## src/design/sfcs_pkg.sv

```systemverilog
// Shared types, constants and codes of the SPI flash command sequencer.
`default_nettype none
package sfcs_pkg;

  // Default geometry and bounds; page and erase block sizes are powers of two.
  localparam int PAGE_BYTES_DEFAULT        = 256;
  localparam int ERASE_BLOCK_BYTES_DEFAULT = 65536;
  localparam int MAX_PROGRAM_BYTES_DEFAULT = 8192;
  localparam int MAX_ERASE_BYTES_DEFAULT   = 2097152;

  localparam int MAX_FRAMES  = 33;
  localparam int FRAME_CNT_W = $clog2(MAX_FRAMES + 1);
  localparam int QUEUE_DEPTH = 2;

  // Request operations.
  localparam logic [2:0] OP_READ        = 3'd0;
  localparam logic [2:0] OP_PROGRAM     = 3'd1;
  localparam logic [2:0] OP_ERASE_4K    = 3'd2;
  localparam logic [2:0] OP_ERASE_64K   = 3'd3;
  localparam logic [2:0] OP_ERASE_RANGE = 3'd4;
  localparam logic [2:0] OP_UNPROTECT   = 3'd5;

  // Configuration register indexes.
  localparam logic CFG_MANUFACTURER_ID = 1'b0;
  localparam logic CFG_MEMORY_TYPE_ID  = 1'b1;

  // SPI opcodes.
  localparam logic [7:0] SPI_NOP       = 8'h00;
  localparam logic [7:0] SPI_READ      = 8'h03;
  localparam logic [7:0] SPI_PAGE_PROG = 8'h02;
  localparam logic [7:0] SPI_ERASE_4K  = 8'h20;
  localparam logic [7:0] SPI_ERASE_64K = 8'hD8;
  localparam logic [7:0] SPI_ULBPR     = 8'h98;
  localparam logic [7:0] SPI_EWSR      = 8'h50;
  localparam logic [7:0] SPI_WRSR      = 8'h01;

  // JEDEC id bytes that select the unprotect sequence.
  localparam logic [7:0] JEDEC_MFR_A      = 8'hBF;
  localparam logic [7:0] JEDEC_TYPE_ULBPR = 8'h26;
  localparam logic [7:0] JEDEC_TYPE_WRSR  = 8'h25;
  localparam logic [7:0] JEDEC_MFR_B      = 8'h62;

  // Job kinds handed from the front to the back.
  localparam logic [2:0] KIND_NOP     = 3'd0;
  localparam logic [2:0] KIND_ERROR   = 3'd1;
  localparam logic [2:0] KIND_READ    = 3'd2;
  localparam logic [2:0] KIND_PROGRAM = 3'd3;
  localparam logic [2:0] KIND_ERASE   = 3'd4;
  localparam logic [2:0] KIND_ULBPR   = 3'd5;
  localparam logic [2:0] KIND_WRSR    = 3'd6;

  typedef struct packed {
    logic [2:0]  operation;
    logic [23:0] start_address;
    logic [21:0] byte_length;
  } request_t;

  typedef struct packed {
    logic [7:0]  command_opcode;
    logic [23:0] frame_address;
    logic        has_address;
    logic [12:0] buffer_offset;
    logic [15:0] data_count;
    logic        receives_data;
    logic        write_enable_first;
    logic        poll_ready_after;
    logic        no_operation;
    logic        length_error;
    logic        last_frame;
  } frame_t;

  typedef struct packed {
    logic [2:0]             kind;
    logic [7:0]             opcode;
    logic [23:0]            address;
    logic [15:0]            length;
    logic [FRAME_CNT_W-1:0] frames;
  } job_t;

endpackage
`default_nettype wire

```

## src/design/spi_flash_command_sequencer_unit.sv

```systemverilog
// Top level of the SPI flash command sequencer.
//
// A request beat (operation, start address, byte length) on the request channel
// becomes one or more frame beats on the frame channel, in order; last_frame marks
// the final beat of each request. The user must write the JEDEC id registers
// (cfg_write / cfg_index / cfg_data) only while the block is idle; it does not check.
//
// The front end classifies each request in the cycle it is accepted and places a
// job in a two-entry queue, so requests are taken while earlier ones are still
// being sequenced. The back end loads one job at a time and then emits its frames in
// order into the output register, taking the next job only after the last frame;
// that frame loop sets the sustained rate.
//
// Frames wait in an output register while frame_ready is low; the back end holds
// its job and the queue fills, after which request_ready drops. A synchronous
// reset empties the queue, drops frame_valid and clears both id registers to 0.
`default_nettype none
module spi_flash_command_sequencer_unit #(
  parameter int PAGE_BYTES        = sfcs_pkg::PAGE_BYTES_DEFAULT,
  parameter int ERASE_BLOCK_BYTES = sfcs_pkg::ERASE_BLOCK_BYTES_DEFAULT,
  parameter int MAX_PROGRAM_BYTES = sfcs_pkg::MAX_PROGRAM_BYTES_DEFAULT,
  parameter int MAX_ERASE_BYTES   = sfcs_pkg::MAX_ERASE_BYTES_DEFAULT
) (
  input  wire logic               clk,
  input  wire logic               rst,
  input  wire logic               cfg_write,
  input  wire logic               cfg_index,
  input  wire logic [7:0]         cfg_data,
  input  wire logic               request_valid,
  output logic                    request_ready,
  input  wire sfcs_pkg::request_t request,
  output logic                    frame_valid,
  input  wire logic               frame_ready,
  output sfcs_pkg::frame_t        frame
);

  localparam int JOB_W = $bits(sfcs_pkg::job_t);

  sfcs_pkg::job_t new_job;
  sfcs_pkg::job_t head_job;
  logic [JOB_W-1:0] head_bits;
  logic             head_valid;
  logic             head_ready;

  sfcs_front #(
    .PAGE_BYTES        (PAGE_BYTES),
    .ERASE_BLOCK_BYTES (ERASE_BLOCK_BYTES),
    .MAX_PROGRAM_BYTES (MAX_PROGRAM_BYTES),
    .MAX_ERASE_BYTES   (MAX_ERASE_BYTES)
  ) u_front (
    .clk       (clk),
    .rst       (rst),
    .cfg_write (cfg_write),
    .cfg_index (cfg_index),
    .cfg_data  (cfg_data),
    .req       (request),
    .job       (new_job)
  );

  sfcs_queue #(
    .WIDTH (JOB_W),
    .DEPTH (sfcs_pkg::QUEUE_DEPTH)
  ) u_queue (
    .clk        (clk),
    .rst        (rst),
    .push_valid (request_valid),
    .push_ready (request_ready),
    .push_data  (new_job),
    .pop_valid  (head_valid),
    .pop_ready  (head_ready),
    .pop_data   (head_bits)
  );

  assign head_job = head_bits;

  sfcs_back #(
    .PAGE_BYTES        (PAGE_BYTES),
    .ERASE_BLOCK_BYTES (ERASE_BLOCK_BYTES),
    .MAX_PROGRAM_BYTES (MAX_PROGRAM_BYTES)
  ) u_back (
    .clk         (clk),
    .rst         (rst),
    .job_valid   (head_valid),
    .job_ready   (head_ready),
    .job_in      (head_job),
    .frame_valid (frame_valid),
    .frame_ready (frame_ready),
    .frame       (frame)
  );

endmodule
`default_nettype wire

```

## src/design/sfcs_queue.sv

```systemverilog
// Small first-in first-out queue of jobs between the front and the back.
`default_nettype none
module sfcs_queue #(
  parameter int WIDTH = 8,
  parameter int DEPTH = 2
) (
  input  wire logic             clk,
  input  wire logic             rst,
  input  wire logic             push_valid,
  output logic                  push_ready,
  input  wire logic [WIDTH-1:0] push_data,
  output logic                  pop_valid,
  input  wire logic             pop_ready,
  output logic [WIDTH-1:0]      pop_data
);

  localparam int PTR_W = (DEPTH > 1) ? $clog2(DEPTH) : 1;
  localparam int CNT_W = $clog2(DEPTH + 1);

  logic [WIDTH-1:0] entries [DEPTH];
  logic [PTR_W-1:0] wr_ptr;
  logic [PTR_W-1:0] rd_ptr;
  logic [CNT_W-1:0] fill;
  logic             do_push;
  logic             do_pop;

  assign push_ready = (fill != CNT_W'(DEPTH));
  assign pop_valid  = (fill != '0);
  assign pop_data   = entries[rd_ptr];
  assign do_push    = push_valid && push_ready;
  assign do_pop     = pop_valid && pop_ready;

  always_ff @(posedge clk) begin
    if (do_push) begin
      entries[wr_ptr] <= push_data;
    end
  end

  always_ff @(posedge clk) begin
    if (rst) begin
      wr_ptr <= '0;
      rd_ptr <= '0;
      fill   <= '0;
    end else begin
      if (do_push) begin
        wr_ptr <= (wr_ptr == PTR_W'(DEPTH - 1)) ? '0 : wr_ptr + 1'b1;
      end
      if (do_pop) begin
        rd_ptr <= (rd_ptr == PTR_W'(DEPTH - 1)) ? '0 : rd_ptr + 1'b1;
      end
      if (do_push && !do_pop) begin
        fill <= fill + 1'b1;
      end else if (do_pop && !do_push) begin
        fill <= fill - 1'b1;
      end
    end
  end

endmodule
`default_nettype wire

```

## src/design/sfcs_front.sv

```systemverilog
// Request front end: holds the JEDEC id registers and turns a request into a job.
`default_nettype none
module sfcs_front #(
  parameter int PAGE_BYTES        = sfcs_pkg::PAGE_BYTES_DEFAULT,
  parameter int ERASE_BLOCK_BYTES = sfcs_pkg::ERASE_BLOCK_BYTES_DEFAULT,
  parameter int MAX_PROGRAM_BYTES = sfcs_pkg::MAX_PROGRAM_BYTES_DEFAULT,
  parameter int MAX_ERASE_BYTES   = sfcs_pkg::MAX_ERASE_BYTES_DEFAULT
) (
  input  wire logic               clk,
  input  wire logic               rst,
  input  wire logic               cfg_write,
  input  wire logic               cfg_index,
  input  wire logic [7:0]         cfg_data,
  input  wire sfcs_pkg::request_t req,
  output sfcs_pkg::job_t          job
);

  localparam int PL = $clog2(PAGE_BYTES);
  localparam int BL = $clog2(ERASE_BLOCK_BYTES);

  logic [7:0]  vendor_id;
  logic [7:0]  memory_type_id;
  logic [23:0] prog_span;
  logic [23:0] prog_frames;
  logic [23:0] erase_span;
  logic [23:0] erase_frames;
  logic [23:0] block_base;

  always_ff @(posedge clk) begin
    if (rst) begin
      vendor_id      <= '0;
      memory_type_id <= '0;
    end else if (cfg_write) begin
      unique case (cfg_index)
        sfcs_pkg::CFG_MANUFACTURER_ID: vendor_id      <= cfg_data;
        sfcs_pkg::CFG_MEMORY_TYPE_ID:  memory_type_id <= cfg_data;
        default: ;
      endcase
    end
  end

  // Frame counts: the offset into the first page or block plus the length,
  // rounded up to whole pages or blocks.
  assign prog_span    = 24'(req.start_address[PL-1:0]) + 24'(req.byte_length)
                        + 24'(PAGE_BYTES - 1);
  assign prog_frames  = prog_span >> PL;
  assign erase_span   = 24'(req.start_address[BL-1:0]) + 24'(req.byte_length)
                        + 24'(ERASE_BLOCK_BYTES - 1);
  assign erase_frames = erase_span >> BL;
  assign block_base   = req.start_address & ~24'(ERASE_BLOCK_BYTES - 1);

  always_comb begin
    job.kind    = sfcs_pkg::KIND_NOP;
    job.opcode  = sfcs_pkg::SPI_NOP;
    job.address = req.start_address;
    job.length  = req.byte_length[15:0];
    job.frames  = sfcs_pkg::FRAME_CNT_W'(1);
    unique case (req.operation)
      sfcs_pkg::OP_READ: begin
        if (req.byte_length == '0) begin
          job.kind = sfcs_pkg::KIND_NOP;
        end else if (req.byte_length > 22'hFFFF) begin
          job.kind = sfcs_pkg::KIND_ERROR;
        end else begin
          job.kind = sfcs_pkg::KIND_READ;
        end
      end
      sfcs_pkg::OP_PROGRAM: begin
        if (req.byte_length > 22'(MAX_PROGRAM_BYTES)) begin
          job.kind = sfcs_pkg::KIND_ERROR;
        end else if (req.byte_length == '0) begin
          job.kind = sfcs_pkg::KIND_NOP;
        end else if (prog_frames > 24'(sfcs_pkg::MAX_FRAMES)) begin
          job.kind = sfcs_pkg::KIND_ERROR;
        end else begin
          job.kind = sfcs_pkg::KIND_PROGRAM;
        end
      end
      sfcs_pkg::OP_ERASE_4K: begin
        job.kind   = sfcs_pkg::KIND_ERASE;
        job.opcode = sfcs_pkg::SPI_ERASE_4K;
      end
      sfcs_pkg::OP_ERASE_64K: begin
        job.kind   = sfcs_pkg::KIND_ERASE;
        job.opcode = sfcs_pkg::SPI_ERASE_64K;
      end
      sfcs_pkg::OP_ERASE_RANGE: begin
        job.opcode  = sfcs_pkg::SPI_ERASE_64K;
        job.address = block_base;
        job.frames  = erase_frames[sfcs_pkg::FRAME_CNT_W-1:0];
        if (req.byte_length > 22'(MAX_ERASE_BYTES)) begin
          job.kind = sfcs_pkg::KIND_ERROR;
        end else if (req.byte_length == '0) begin
          job.kind = sfcs_pkg::KIND_NOP;
        end else if (erase_frames > 24'(sfcs_pkg::MAX_FRAMES)) begin
          job.kind = sfcs_pkg::KIND_ERROR;
        end else begin
          job.kind = sfcs_pkg::KIND_ERASE;
        end
      end
      sfcs_pkg::OP_UNPROTECT: begin
        if (vendor_id == sfcs_pkg::JEDEC_MFR_A
            && memory_type_id == sfcs_pkg::JEDEC_TYPE_ULBPR) begin
          job.kind = sfcs_pkg::KIND_ULBPR;
        end else if ((vendor_id == sfcs_pkg::JEDEC_MFR_A
                      && memory_type_id == sfcs_pkg::JEDEC_TYPE_WRSR)
                     || vendor_id == sfcs_pkg::JEDEC_MFR_B) begin
          job.kind   = sfcs_pkg::KIND_WRSR;
          job.frames = sfcs_pkg::FRAME_CNT_W'(2);
        end else begin
          job.kind = sfcs_pkg::KIND_NOP;
        end
      end
      default: job.kind = sfcs_pkg::KIND_NOP;
    endcase
  end

endmodule
`default_nettype wire

```

## src/design/sfcs_back.sv

```systemverilog
// Frame sequencer: walks one job at a time and emits its frames into an output register.
`default_nettype none
module sfcs_back #(
  parameter int PAGE_BYTES        = sfcs_pkg::PAGE_BYTES_DEFAULT,
  parameter int ERASE_BLOCK_BYTES = sfcs_pkg::ERASE_BLOCK_BYTES_DEFAULT,
  parameter int MAX_PROGRAM_BYTES = sfcs_pkg::MAX_PROGRAM_BYTES_DEFAULT
) (
  input  wire logic           clk,
  input  wire logic           rst,
  input  wire logic           job_valid,
  output logic                job_ready,
  input  wire sfcs_pkg::job_t job_in,
  output logic                frame_valid,
  input  wire logic           frame_ready,
  output sfcs_pkg::frame_t    frame
);

  localparam int PL = $clog2(PAGE_BYTES);
  localparam int PW = PL + 1;
  localparam int RW = $clog2(MAX_PROGRAM_BYTES + 1);
  localparam int CW = (RW > PW) ? RW : PW;

  logic                            busy;
  logic [2:0]                      kind;
  logic [7:0]                      opcode;
  logic [23:0]                     addr;
  logic [15:0]                     length;
  logic [RW-1:0]                   remaining;
  logic [RW-1:0]                   done;
  logic [sfcs_pkg::FRAME_CNT_W-1:0] frames_left;

  logic [PW-1:0]    page_room;
  logic [CW-1:0]    chunk;
  logic             emit;
  logic             final_frame;
  sfcs_pkg::frame_t next_frame;

  assign job_ready = !busy;
  assign emit      = busy && (!frame_valid || frame_ready);

  // Bytes left before the next page boundary, capped by what is left to program.
  assign page_room = PW'(PAGE_BYTES) - PW'(addr[PL-1:0]);
  assign chunk     = (CW'(remaining) < CW'(page_room)) ? CW'(remaining) : CW'(page_room);

  always_comb begin
    next_frame  = '0;
    final_frame = 1'b1;
    unique case (kind)
      sfcs_pkg::KIND_READ: begin
        next_frame.command_opcode = sfcs_pkg::SPI_READ;
        next_frame.frame_address  = addr;
        next_frame.has_address    = 1'b1;
        next_frame.data_count     = length;
        next_frame.receives_data  = 1'b1;
      end
      sfcs_pkg::KIND_PROGRAM: begin
        final_frame                   = (CW'(remaining) == chunk);
        next_frame.command_opcode     = sfcs_pkg::SPI_PAGE_PROG;
        next_frame.frame_address      = addr;
        next_frame.has_address        = 1'b1;
        next_frame.buffer_offset      = 13'(done);
        next_frame.data_count         = 16'(chunk);
        next_frame.write_enable_first = 1'b1;
        next_frame.poll_ready_after   = 1'b1;
      end
      sfcs_pkg::KIND_ERASE: begin
        final_frame                   = (frames_left == sfcs_pkg::FRAME_CNT_W'(1));
        next_frame.command_opcode     = opcode;
        next_frame.frame_address      = addr;
        next_frame.has_address        = 1'b1;
        next_frame.write_enable_first = 1'b1;
        next_frame.poll_ready_after   = 1'b1;
      end
      sfcs_pkg::KIND_ULBPR: begin
        next_frame.command_opcode     = sfcs_pkg::SPI_ULBPR;
        next_frame.write_enable_first = 1'b1;
        next_frame.poll_ready_after   = 1'b1;
      end
      sfcs_pkg::KIND_WRSR: begin
        // Enable status write first, then write one byte to the status register.
        final_frame = (frames_left == sfcs_pkg::FRAME_CNT_W'(1));
        if (final_frame) begin
          next_frame.command_opcode   = sfcs_pkg::SPI_WRSR;
          next_frame.data_count       = 16'd1;
          next_frame.poll_ready_after = 1'b1;
        end else begin
          next_frame.command_opcode = sfcs_pkg::SPI_EWSR;
        end
      end
      sfcs_pkg::KIND_ERROR: begin
        next_frame.no_operation = 1'b1;
        next_frame.length_error = 1'b1;
      end
      default: next_frame.no_operation = 1'b1;
    endcase
    next_frame.last_frame = final_frame;
  end

  always_ff @(posedge clk) begin
    if (!busy && job_valid) begin
      kind        <= job_in.kind;
      opcode      <= job_in.opcode;
      addr        <= job_in.address;
      length      <= job_in.length;
      remaining   <= job_in.length[RW-1:0];
      done        <= '0;
      frames_left <= job_in.frames;
    end else if (emit) begin
      if (kind == sfcs_pkg::KIND_PROGRAM) begin
        addr      <= addr + 24'(chunk);
        remaining <= remaining - RW'(chunk);
        done      <= done + RW'(chunk);
      end else begin
        addr <= addr + 24'(ERASE_BLOCK_BYTES);
      end
      frames_left <= frames_left - 1'b1;
    end
    if (emit) begin
      frame <= next_frame;
    end
  end

  always_ff @(posedge clk) begin
    if (rst) begin
      busy        <= 1'b0;
      frame_valid <= 1'b0;
    end else begin
      if (!busy && job_valid) begin
        busy <= 1'b1;
      end else if (emit && final_frame) begin
        busy <= 1'b0;
      end
      if (emit) begin
        frame_valid <= 1'b1;
      end else if (frame_ready) begin
        frame_valid <= 1'b0;
      end
    end
  end

endmodule
`default_nettype wire

```

## config.mk

```make
export PLATFORM = sky130hd
export DESIGN_NAME = spi_flash_command_sequencer_unit
export DESIGN_NICKNAME = d
export VERILOG_FILES = /design/src/design/sfcs_pkg.sv /design/src/design/spi_flash_command_sequencer_unit.sv /design/src/design/sfcs_queue.sv /design/src/design/sfcs_front.sv /design/src/design/sfcs_back.sv
export SDC_FILE = /design/constraint.sdc
export NUM_CORES = 1
export LEC_CHECK = 0
export BUFFER_PORTS_ARGS = -buffer_cell sky130_fd_sc_hd__clkbuf_2
export CAP_MARGIN = 15
export CORE_ASPECT_RATIO = 2
export CORE_MARGIN = 2
export CORE_UTILIZATION = 65
export CTS_CLUSTER_DIAMETER = 30
export DETAILED_ROUTE_END_ITERATION = 6
export PLACE_DENSITY = 0.86
export SETUP_SLACK_MARGIN = 0.1
export SYNTH_ARGS = -nofsm -noshare
export SYNTH_HDL_FRONTEND = slang
export SYNTH_HIERARCHICAL = 1
export SYNTH_SLANG_ARGS = --single-unit
```

## constraint.sdc

```tcl
create_clock -name clk -period 11.31 [get_ports clk]
set_input_delay 1.131 -clock clk [delete_from_list [all_inputs] [get_ports clk]]
set_output_delay 1.131 -clock clk [all_outputs]
set_load 0.1 [all_outputs]
```

* Yosys cells after proc, flatten, opt, wreduce, memory -nomap -nowiden
Memories as Yosys holds them, arrays and structs flattened. A register that Yosys moved wholly into a read port is not among the register bits.
Cells that the tools add are included.
** Word-level totals
- Memory bits (read-only) :: 0
- Bits in registers :: 175
- Logic and storage cells :: 146
- Output and inout port bits :: 70
- Bits in latches :: 0
- Bits in writable memories :: 114
- Input bits :: 63
- Memories :: 1
** Memory list
- u_queue.entries :: depth 2, bits a word 57, read ports 1, clocked after memory_dff 1, wr ports 1, line sfcs_queue.sv:20 : logic [WIDTH-1:0] entries [DEPTH];
** Operators by class
- Add/sub/neg operators :: 14
- Equality and inequality tests :: 18
- Magnitude comparators :: 6
- Muxes and demuxes :: 49
- Bitwise logic cells :: 1
- Divide/modulo/power cells :: 0
- Shift operators :: 0
- Multiply operators :: 0
- Reduce and logical (&&, ||, !) cells :: 32
** Operators by type and width (number)
- $mux 24 :: 3
- $mux 14 :: 4
- $pmux 16 s3 :: 1
- $pmux 8 s5 :: 1
- $add 24x14->24 :: 1
- $add 24x16->24 const B :: 1
- $add 24x17->24 const B :: 1
- $add 24x8->24 const B :: 1
- $add 16x22->23 :: 1
- $add 8x22->23 :: 1
- $gt 22x14->1 const B :: 1
- $gt 22x16->1 const B :: 1
- $gt 22x22->1 const B :: 1
- $logic_not 22->1 :: 1
- $mux 3 :: 7
- $mux 6 :: 3
- $mux 1 :: 17
- $eq 8x6->1 const B :: 2
- $gt 16x6->1 const B :: 1
- $mux 16 :: 1
- $pmux 8 s2 :: 1
- $eq 3x3->1 const B :: 5
- $pmux 3 s5 :: 1
- $add 14x14->14 :: 1
- other kinds (29) :: 62

* Depth between registers and ports, before layout
Gate-level depths: netlist (run 1).
- Depth in word-level cells :: 8
- Gate-level depth with buffers :: 23
- Mapped depth without buffers :: 22

* Modules after synthesis
The synthesis (run 1) kept the hierarchy.
** Modules (own cells, without submodules)
- sfcs_back :: cells an instance 726, area an instance 8115.3 µm², sequential area each 4474.3 µm², times used 1
- sfcs_queue :: cells an instance 201, area an instance 4339.2 µm², sequential area each 3523.4 µm², times used 1
- sfcs_front :: cells an instance 306, area an instance 2104.5 µm², sequential area each 320.3 µm², times used 1

* Worst setup path after synthesis (run 1)
Ideal clock, no wire load.
- Path kind :: register -> register
- Start :: register u_back.addr[1]
- End :: register u_back.remaining[12], data pin
- Setup slack :: 6395 ps
- Buffers on the path :: 1
- Cell stages (with the launch flop) :: 23
- Clock period less this slack :: 4915 ps
- Library setup time :: 152 ps
- Required time :: 11158 ps
- Data arrival time :: 4763 ps
- Cells stage by stage :: edfxtp_1 > inv_1 > ha_1 > nand2_1 > xor2_1 > inv_1 > ha_1 > a21o_1 > a211oi_1 > a21oi_1 > a2111oi_4 > buf_6 > mux2i_1 > ha_1 > inv_1 > fa_1 > a211oi_1 > nor2_1 > o311a_1 > nor4_1 > nor2_1 > or4_1 > a31oi_1
** On the way
- Cells in the longest elaborated chain, start to end :: 7
** RTL lines
- start: declaration :: line sfcs_back.sv:26 : logic [23:0] addr;
- start signal: assignment :: line sfcs_back.sv:103 : addr <= job_in.address;
- start signal: assignment :: line sfcs_back.sv:110 : addr <= addr + 24'(chunk);
- start signal: assignment :: line sfcs_back.sv:114 : addr <= addr + 24'(ERASE_BLOCK_BYTES);
- $sub 9x8->9 (*) :: line sfcs_back.sv:42 : assign page_room = PW'(PAGE_BYTES) - PW'(addr[PL-1:0]);
- $lt 14x9->1 :: line sfcs_back.sv:43 : assign chunk = (CW'(remaining) < CW'(page_room)) ? CW'(remaining) : CW'(page_room);
- $mux 14 (*) :: line sfcs_back.sv:43
- $sub 14x14->14 (*) :: line sfcs_back.sv:111 : remaining <= remaining - RW'(chunk);
- $mux 14 (*) :: line sfcs_back.sv:109 : if (kind == sfcs_pkg::KIND_PROGRAM) begin
- $mux 14 (*) :: line sfcs_back.sv:108 : end else if (emit) begin
- $mux 14 (*) :: line sfcs_back.sv:100 : if (!busy && job_valid) begin
- end signal: assignment :: line sfcs_back.sv:105 : remaining <= job_in.length[RW-1:0];
- end signal: assignment :: line sfcs_back.sv:111
- end: declaration :: line sfcs_back.sv:28 : logic [RW-1:0] remaining;
Mark *: on every way between the ends. The rest lies on a longest branch, timed or not. The select of a mux whose other input is x is not followed.
A chain may end at the register's enable or synchronous reset.

* Worst setup path after layout (run 1)
Same ends and word-level chain as after synthesis.

==> flow_summary_export.csv, run 1 <==
group,metric,value,unit
min_path,hold_path_depth,2,
global_routing,grt_start_max_net_pins,70,
layout,nFillCells,1416,
routing,routed_wl,32200,um
worst_setup_path,end_kind,"register",
sta,slew_violations,0,
sta,tightest_slew,0.843,ns
routing,vias_per_cell,5.94,
clock_network,cts_tree,"built",
layout,area_growth_syn_to_layout,12.4,%
sta,rsz0062_at_grt,"no",
synth,ys_warn_count,6,
clock_network,path_clk_slew,0.07,ns
sta,setup_viol,0,
routing,vias,9806,
global_routing,overflow,0,
global_routing,grt_use_met3,0.0323,
sta,fin_worst_skew,0.0175,ns
layout,final_common_cell,"edfxtp_1",
routing,wire_per_inst,19.5,um
sta,clock.fmax,171,MHz
min_path,hold_end,"u_front/memory_type_id[4]$_SDFFE_PP0P_",
layout,seq_area,8320,um2
run_status,status,"finished, final reports clean",
global_routing,gr-usage-met1,0.301,
synth,netlist.top_cell.by_area,"edfxtp_1",
synth,synth_cells,1233,
layout,diodes,0,
placement,gp_congestion,1.02,
global_routing,grtUsageTotal,0.281,
clock_network,cts_hold_buf,0,
layout,multi_input_area,5510,um2
clock_network,cts-root-buf,"clkbuf_16",
synth,synth_cell_type_count,69,
layout,num-nets-final,1499,
worst_setup_path,critPathArrivalTime,6.27,ns
routing,ant_nets,0,
synth,netlist_area,14600,um2
clock_network,ctsResizeCount,0,
sta,hold_viol_final,0,
min_path,hp-class,"reg2reg",
clock_network,cts_setup_buffers,0,
die,fp.dieArea,23700,um2
die,initial_core_util,0.660,
worst_setup_path,reg2reg_slack,5.46,ns
sta,fin_hold_ws,0.456,ns
synth,synthArstFlopShare,0,
placement,post-dp-hpwl,22900,um
global_routing,top_usage_layer,"met2",
min_path,min-delay-start,"u_front/memory_type_id[4]$_SDFFE_PP0P_",
sta,relSlewSlack,0.438,
clock_network,clock_path_buffers,3,
synth,synth_area_leaders,"edfxtp_1 (52%), ha_1 (7.0%), dfxtp_1 (5.0%)",
sta,min_period,5.85,ns
worst_setup_path,r2r.worst_path.cells,21,
die,fp.dieW,110,um
die,io-pin-count,133,
routing,drt_first_pass_iters,5,
global_routing,use_met2,0.518,
synth,synth.top_cell.area_share,0.522,
clock_network,cts.sinks,289,
worst_setup_path,critical_path_required,11.73,ns
synth,ys_seq_elements,289,
worst_setup_path,rr_startpoint,"u_back/addr[1]$_DFFE_PP_",
layout,final_cell_mix,"edfxtp_1 (253), clkbuf_2 (132), nand2_1 (116)",
layout,drive_gt1_frac,0.201,
global_routing,grt_pass1_wl,51100,um
sta,fin_crit_sh,0.517,
worst_setup_path,startpoint_type,"register",
synth,synth_area_per_cell,11.8,um2
synth,synth_edf_count,253,
clock_network,h-tree-depth,1,
placement,io_buffers,132,
routing,drt_iter0_drc,611,
global_routing,grt_pass1_vias,10350,
global_routing,antenna_found_initial,0,
sta,fin_setup_tns,0,ns
flow_run,maxCapViolCount,0,
clock_network,clk_latency,0.57,ns
die,die_y,216,um
worst_setup_path,critPathMaxFanout,9,
synth,yosysSeqAreaShare,0.571,
worst_setup_path,critical_path_class,"reg2reg",
routing,drc_errors,0,
synth,synthFlopType,"edfxtp_1",
clock_network,numCtsBuffers,31,
worst_setup_path,reg2reg_to,"u_back/remaining[12]$_DFFE_PP_",
die,fp-row-count,77,
die,core_area,22100,um2
per-stage QoR:
step                area (um2)  utilization  worst slack, ns  instances
global placement         15300        0.693             5.56       1593
floorplan                14600            -             6.39       1242
CTS                      16300        0.741             5.47       1651
global route             16400        0.741             4.99       1652
detailed placement       15300        0.693             5.46       1593
finish                   16400        0.741             5.46       1652
cells in the mapped netlist (all sizes together), types with 15 or more instances:
cell,n
a21oi,65
and2,15
and3,19
buf,41
clkbuf,28
dfxtp,36
edfxtp,253
ha,82
inv,95
mux2,58
nand2,116
nand3,32
nor2,69
nor2b,28
nor3,15
o21ai,69
xnor2,20
xor2,35
how the worst max path moves through the flow:
| stage | start | to | slack (ns) | cells past startpoint |
|---|---|---|---|---|
| 2_1_floorplan | u_back/addr[1]$_DFFE_PP_ | u_back/remaining[12]$_DFFE_PP_ | 6.39 | 22 |
| 3_3_place_gp | u_back/addr[1]$_DFFE_PP_ | u_back/remaining[12]$_DFFE_PP_ | 5.56 | 21 |
| 3_5_place_dp | u_back/addr[1]$_DFFE_PP_ | u_back/remaining[12]$_DFFE_PP_ | 5.46 | 21 |
| 4_1_cts | u_back/addr[1]$_DFFE_PP_ | u_back/remaining[12]$_DFFE_PP_ | 5.47 | 21 |
| 5_1_grt | u_back/addr[1]$_DFFE_PP_ | u_back/remaining[12]$_DFFE_PP_ | 4.99 | 21 |
| 6_report | u_back/addr[1]$_DFFE_PP_ | u_back/remaining[12]$_DFFE_PP_ | 5.46 | 21 |
flip-flops by register name, indices dropped and copies added (netlist names), named ones only:
register                count
u_queue/fill                2
u_back/opcode               8
u_queue/wr_ptr              1
u_front/vendor_id           8
u_back/kind                 3
u_back/frame_valid          1
u_back/frame               68
u_front/memory_type_id      8
u_back/frames_left          6
u_queue/entries           114
u_queue/rd_ptr              1
u_back/remaining           14
u_back/busy                 1
u_back/length              16
u_back/done                13
u_back/addr                24
cells by family (layout without fill, tap and decap cells):
logic type | count (synthesis) | after routing | share of synthesized area
AND/OR/NAND/NOR | 357 | 357 | 0.123
flip-flops | 289 | 289 | 0.571
AO/OA/AOI/OAI | 214 | 214 | 0.0939
buffers and inverters | 164 | 298 | 0.0525
adder cells (fa/ha/maj) | 85 | 85 | 0.0746
multiplexers | 67 | 67 | 0.0510
XOR/XNOR | 55 | 55 | 0.0331
other | 2 | 11 | 0.000516
worst max-delay path: stages, from the launching register on:
cell and delay, ns:
edfxtp_1 0.45, inv_1 0.16, ha_1 0.23, nand2_1 0.09, xor2_1 0.18, inv_1 0.06, ha_1 0.30, a21o_1 0.18
a211oi_1 0.22, a21oi_1 0.13, a2111oi_4 0.77, mux2i_1 0.57, ha_1 0.28, inv_1 0.07, fa_1 0.45, a211oi_1 0.24
nor2_1 0.12, o311a_1 0.33, nor4_1 0.17, nor2_1 0.12, or4_1 0.41, a31oi_1 0.18
layout make-up:
type / instances / area share
Clock buffer: 36 / 0.0486
Clock inverter: 22 / 0.0163
Inverter: 95 / 0.0218
Multi-Input combinational cell: 789 / 0.337
Sequential cell: 289 / 0.509
Tap cell: 276 / 0.0211
Timing Repair Buffer: 145 / 0.0467
per-layer routing:
layer	up-vias	wire length, um
li1	4640	-
met1	4751	11100
met2	320	18000
met3	95	1480
met4	0	1590
met5	-	0
Power of run 1 is not shown: default switching activity piles up to over one toggle a cycle in this logic, so the estimate is an artifact.
==> run 2: changes to the inputs <==
--- a/config.mk
+++ b/config.mk
@@ -5,14 +5,15 @@
 export SDC_FILE = /design/constraint.sdc
 export NUM_CORES = 1
 export LEC_CHECK = 0
+export ABC_AREA = 1
 export BUFFER_PORTS_ARGS = -buffer_cell sky130_fd_sc_hd__clkbuf_2
 export CAP_MARGIN = 15
 export CORE_ASPECT_RATIO = 2
 export CORE_MARGIN = 2
-export CORE_UTILIZATION = 65
+export CORE_UTILIZATION = 55
 export CTS_CLUSTER_DIAMETER = 30
 export DETAILED_ROUTE_END_ITERATION = 6
-export PLACE_DENSITY = 0.86
+export PLACE_DENSITY = 0.77
 export SETUP_SLACK_MARGIN = 0.1
 export SYNTH_ARGS = -nofsm -noshare
 export SYNTH_HDL_FRONTEND = slang
==> constraint.sdc (replaced) <==
create_clock -name clk -period 4.83 [get_ports clk]
set_input_delay 0.483 -clock clk [delete_from_list [all_inputs] [get_ports clk]]
set_output_delay 0.483 -clock clk [all_outputs]
set_load 0.1 [all_outputs]
==> run 2 against run 1 <==
  * Count of clock-buffer cells in the layout grew 3
  * First-iteration DRC count grew 22%
  * Routed wire length rose by 9.4%
  * Highest routed layer unchanged
  * Global-route usage decreased by 5.1 points
  * Fmax grew 35%
==> flow_summary_export.csv, run 2 <==
group,metric,value,unit
layout,top_regs,"u_queue/entries x114, u_back/frame x68, u_back/addr x24",
sta,fin_worst_skew,0.0154,ns
routing,routed_wl,35200,um
pwr,switching_share,0.471,
global_routing,grtUsageTotal,0.230,
sta,slew_violations,0,
die,initial_core_util,0.556,
clock_network,path_clk_slew,0.07,ns
layout,area_growth_syn_to_layout,12.6,%
pwr,p_sw,6360,uW
flow_run,maxCapViolCount,0,
worst_setup_path,cpMaxStageDelayCell,"fa_1",
synth,netlist_area,15900,um2
die,core_area,28600,um2
clock_network,cts_tree,"built",
routing,drc_errors,0,
pwr,p_seq_frac,0.318,
worst_setup_path,critical_path_required,5.09,ns
global_routing,overflow,0,
routing,vias_per_cell,5.28,
synth,synthFlopType,"edfxtp_1",
layout,largest_reg_flops,114,
worst_setup_path,crit_path_max_incr_delay,0.41,ns
clock_network,h-tree-depth,2,
pwr,p_int,7150,uW
sta,rsz0062_at_grt,"no",
die,fp-row-count,88,
routing,drt_first_pass_iters,7,
placement,dpl_worst_slack,0.380,ns
synth,synth_area_per_cell,9.25,um2
synth,ys_warn_count,6,
worst_setup_path,end_kind,"register",
layout,drive_gt1_frac,0.157,
clock_network,clk_latency,0.52,ns
routing,ant_nets,0,
sta,worst_slack,0.487,ns
layout,num-nets-final,2003,
synth,ys_top_cells_by_count,"nand2_1 (416), inv_1 (262), edfxtp_1 (253)",
die,io-pin-count,133,
synth,yosysSeqAreaShare,0.522,
sta,setup_viol,0,
layout,final_common_cell,"nand2_1",
sta,fin_setup_tns,0,ns
pwr,clkPwrFrac,0.181,
clock_network,cts-root-buf,"clkbuf_16",
run_status,status,"finished, final reports clean",
synth,synth.top_cell.area_share,0.477,
sta,fin_crit_sh,0.899,
sta,min_period,4.34,ns
synth,synth_cell_type_count,52,
layout,diodes,0,
global_routing,grt_pass1_vias,11551,
synth,ys_seq_elements,289,
synth,post-synth-top-count-cell,"nand2_1",
synth,synth_area_leaders,"edfxtp_1 (48%), nand2_1 (9.8%), ha_1 (6.4%)",
layout,design_area,17900,um2
die,fp.dieW,124,um
routing,drt_iter0_drc,745,
sta,hold_viol_final,0,
routing,vias,11820,
clock_network,clock_path_buffers,3,
placement,placed_area,16800,um2
placement,post-dp-hpwl,26400,um
worst_setup_path,critical_path_class,"reg2reg",
worst_setup_path,critPathArrivalTime,4.61,ns
sta,relSlewSlack,0.157,
worst_setup_path,critPathMaxFanout,4,
die,fp.dieArea,30400,um2
synth,synthArstFlopShare,0,
sta,fin_hold_ws,0.161,ns
placement,io_buffers,132,
pwr,p_leak,0.00809,uW
die,die_y,245,um
pwr,worst_ir_drop_vdd,437,uV
synth,netlist.top_cell.by_area,"edfxtp_1",
sta,tightest_slew,1.26,ns
synth,synth_cells,1721,
clock_network,numCtsBuffers,35,
layout,regMostFlops,"u_queue/entries",
pwr,power_density,753,nW/um2
worst_setup_path,startpoint_type,"register",
global_routing,antenna_found_initial,0,
pwr,pwr-share-comb,0.501,
min_path,hp-class,"in2reg",
routing,wire_per_inst,15.8,um
synth,synth_edf_count,253,
clock_network,cts.sinks,289,
global_routing,grt_pass1_wl,56800,um
global_routing,grt_start_max_net_pins,70,
placement,gp_congestion,0.981,
worst_setup_path,cp_common_cell,"nand2_1",
sta,clock.fmax,230,MHz
layout,nFillCells,2424,
layout,final_cell_mix,"nand2_1 (416), inv_1 (261), edfxtp_1 (253)",
-- run 2: cell count changes after synthesis, sizes merged, moves of 18 or more --
cell   delta
nor2b    -28
and3     -18
nor2    +127
nand3    +48
xor2     -18
inv     +172
nand2   +307
-- run 2: through the flow --
step | util | cells | total power [uW]
6_report | 0.626 | 2237 | 13500
5_1_grt | 0.626 | 2237 | 14400
4_1_cts | 0.626 | 2237 | 13500
3_5_place_dp | 0.588 | 2178 | 11000
3_3_place_gp | 0.588 | 2178 | 10900
2_1_floorplan | - | 1730 | 9490
-- run 2: per-layer routing --
metal / wire length [um] / vias up / global-route usage / share of wire
li1: - / 5907 / - / -
met1: 14300 / 5460 / 0.277 / 0.41
met2: 17700 / 381 / 0.409 / 0.50
met3: 1750 / 72 / 0.0305 / 0.050
met4: 1460 / 0 / 0.102 / 0.041
met5: 0 / - / 0 / 0
-- run 2: cell families (layout without fill, tap and decap cells) --
| kind of cell | after synthesis | after routing | share of synthesized area |
|---|---|---|---|
| AO/OA/AOI/OAI | 175 | 175 | 0.0606 |
| XOR/XNOR | 25 | 25 | 0.0137 |
| adder cells (fa/ha/maj) | 85 | 85 | 0.0682 |
| buffers and inverters | 328 | 475 | 0.0871 |
| flip-flops | 289 | 289 | 0.522 |
| multiplexers | 57 | 57 | 0.0474 |
| other | 2 | 11 | 0.000472 |
| AND/OR/NAND/NOR | 760 | 760 | 0.200 |
-- run 2: area by class of cell --
| type | instances | area, um2 | area share |
|---|---|---|---|
| Sequential cell | 289 | 8320 | 0.464 |
| Multi-Input combinational cell | 1113 | 6290 | 0.351 |
| Inverter | 270 | 1010 | 0.0565 |
| Clock buffer | 39 | 933 | 0.0521 |
| Timing Repair Buffer | 146 | 766 | 0.0427 |
| Tap cell | 360 | 450 | 0.0251 |
| Clock inverter | 20 | 163 | 0.00907 |
-- run 2: worst max-delay path, delay by kind of cell, from the launching register on --
| family | cells | cell delay (ns) |
|---|---|---|
| buf+inv | 4 | 0.43 |
| fa+ha+maj | 3 | 0.92 |
| simple gates | 15 | 1.66 |
| compound gates | 3 | 0.44 |
| flops | 1 | 0.39 |
| xor+xnor | 1 | 0.25 |
-- run 2: power by group through the flow --
stage / Combinational, uW / Clock, uW / Sequential, uW
4_1_cts: 6720 / 2500 / 4290
3_5_place_dp: 6660 / 0 / 4330
2_1_floorplan: 3770 / 0 / 5730
6_report: 6770 / 2450 / 4290
3_3_place_gp: 6610 / 0 / 4300
5_1_grt: 7400 / 2600 / 4370
-- run 2: timing repair --
item | in CTS | in global routing
hold buffers | 0 | 0
resized for setup | 0 | 3
buffers inserted | 0 | 0
endpoints found under the hold margin | 0 | 0
setup endpoints to repair | 0 | 6
-- run 2: worst paths after layout --
check | start | endpoint | slack (ns) | depth (start not counted)
max | u_back/addr[1]$_DFFE_PP_ | u_back/addr[14]$_DFFE_PP_ | 0.49 | 26
min | request[39] | u_queue/entries[1][39]$_DFFE_PP_ | 0.16 | 1
max reg2reg | u_back/addr[1]$_DFFE_PP_ | u_back/addr[14]$_DFFE_PP_ | 0.49 | 26
min reg2reg | u_front/memory_type_id[2]$_SDFFE_PP0P_ | u_front/memory_type_id[2]$_SDFFE_PP0P_ | 0.47 | 2
No activity file was read; power rests on OpenSTA's default activity.
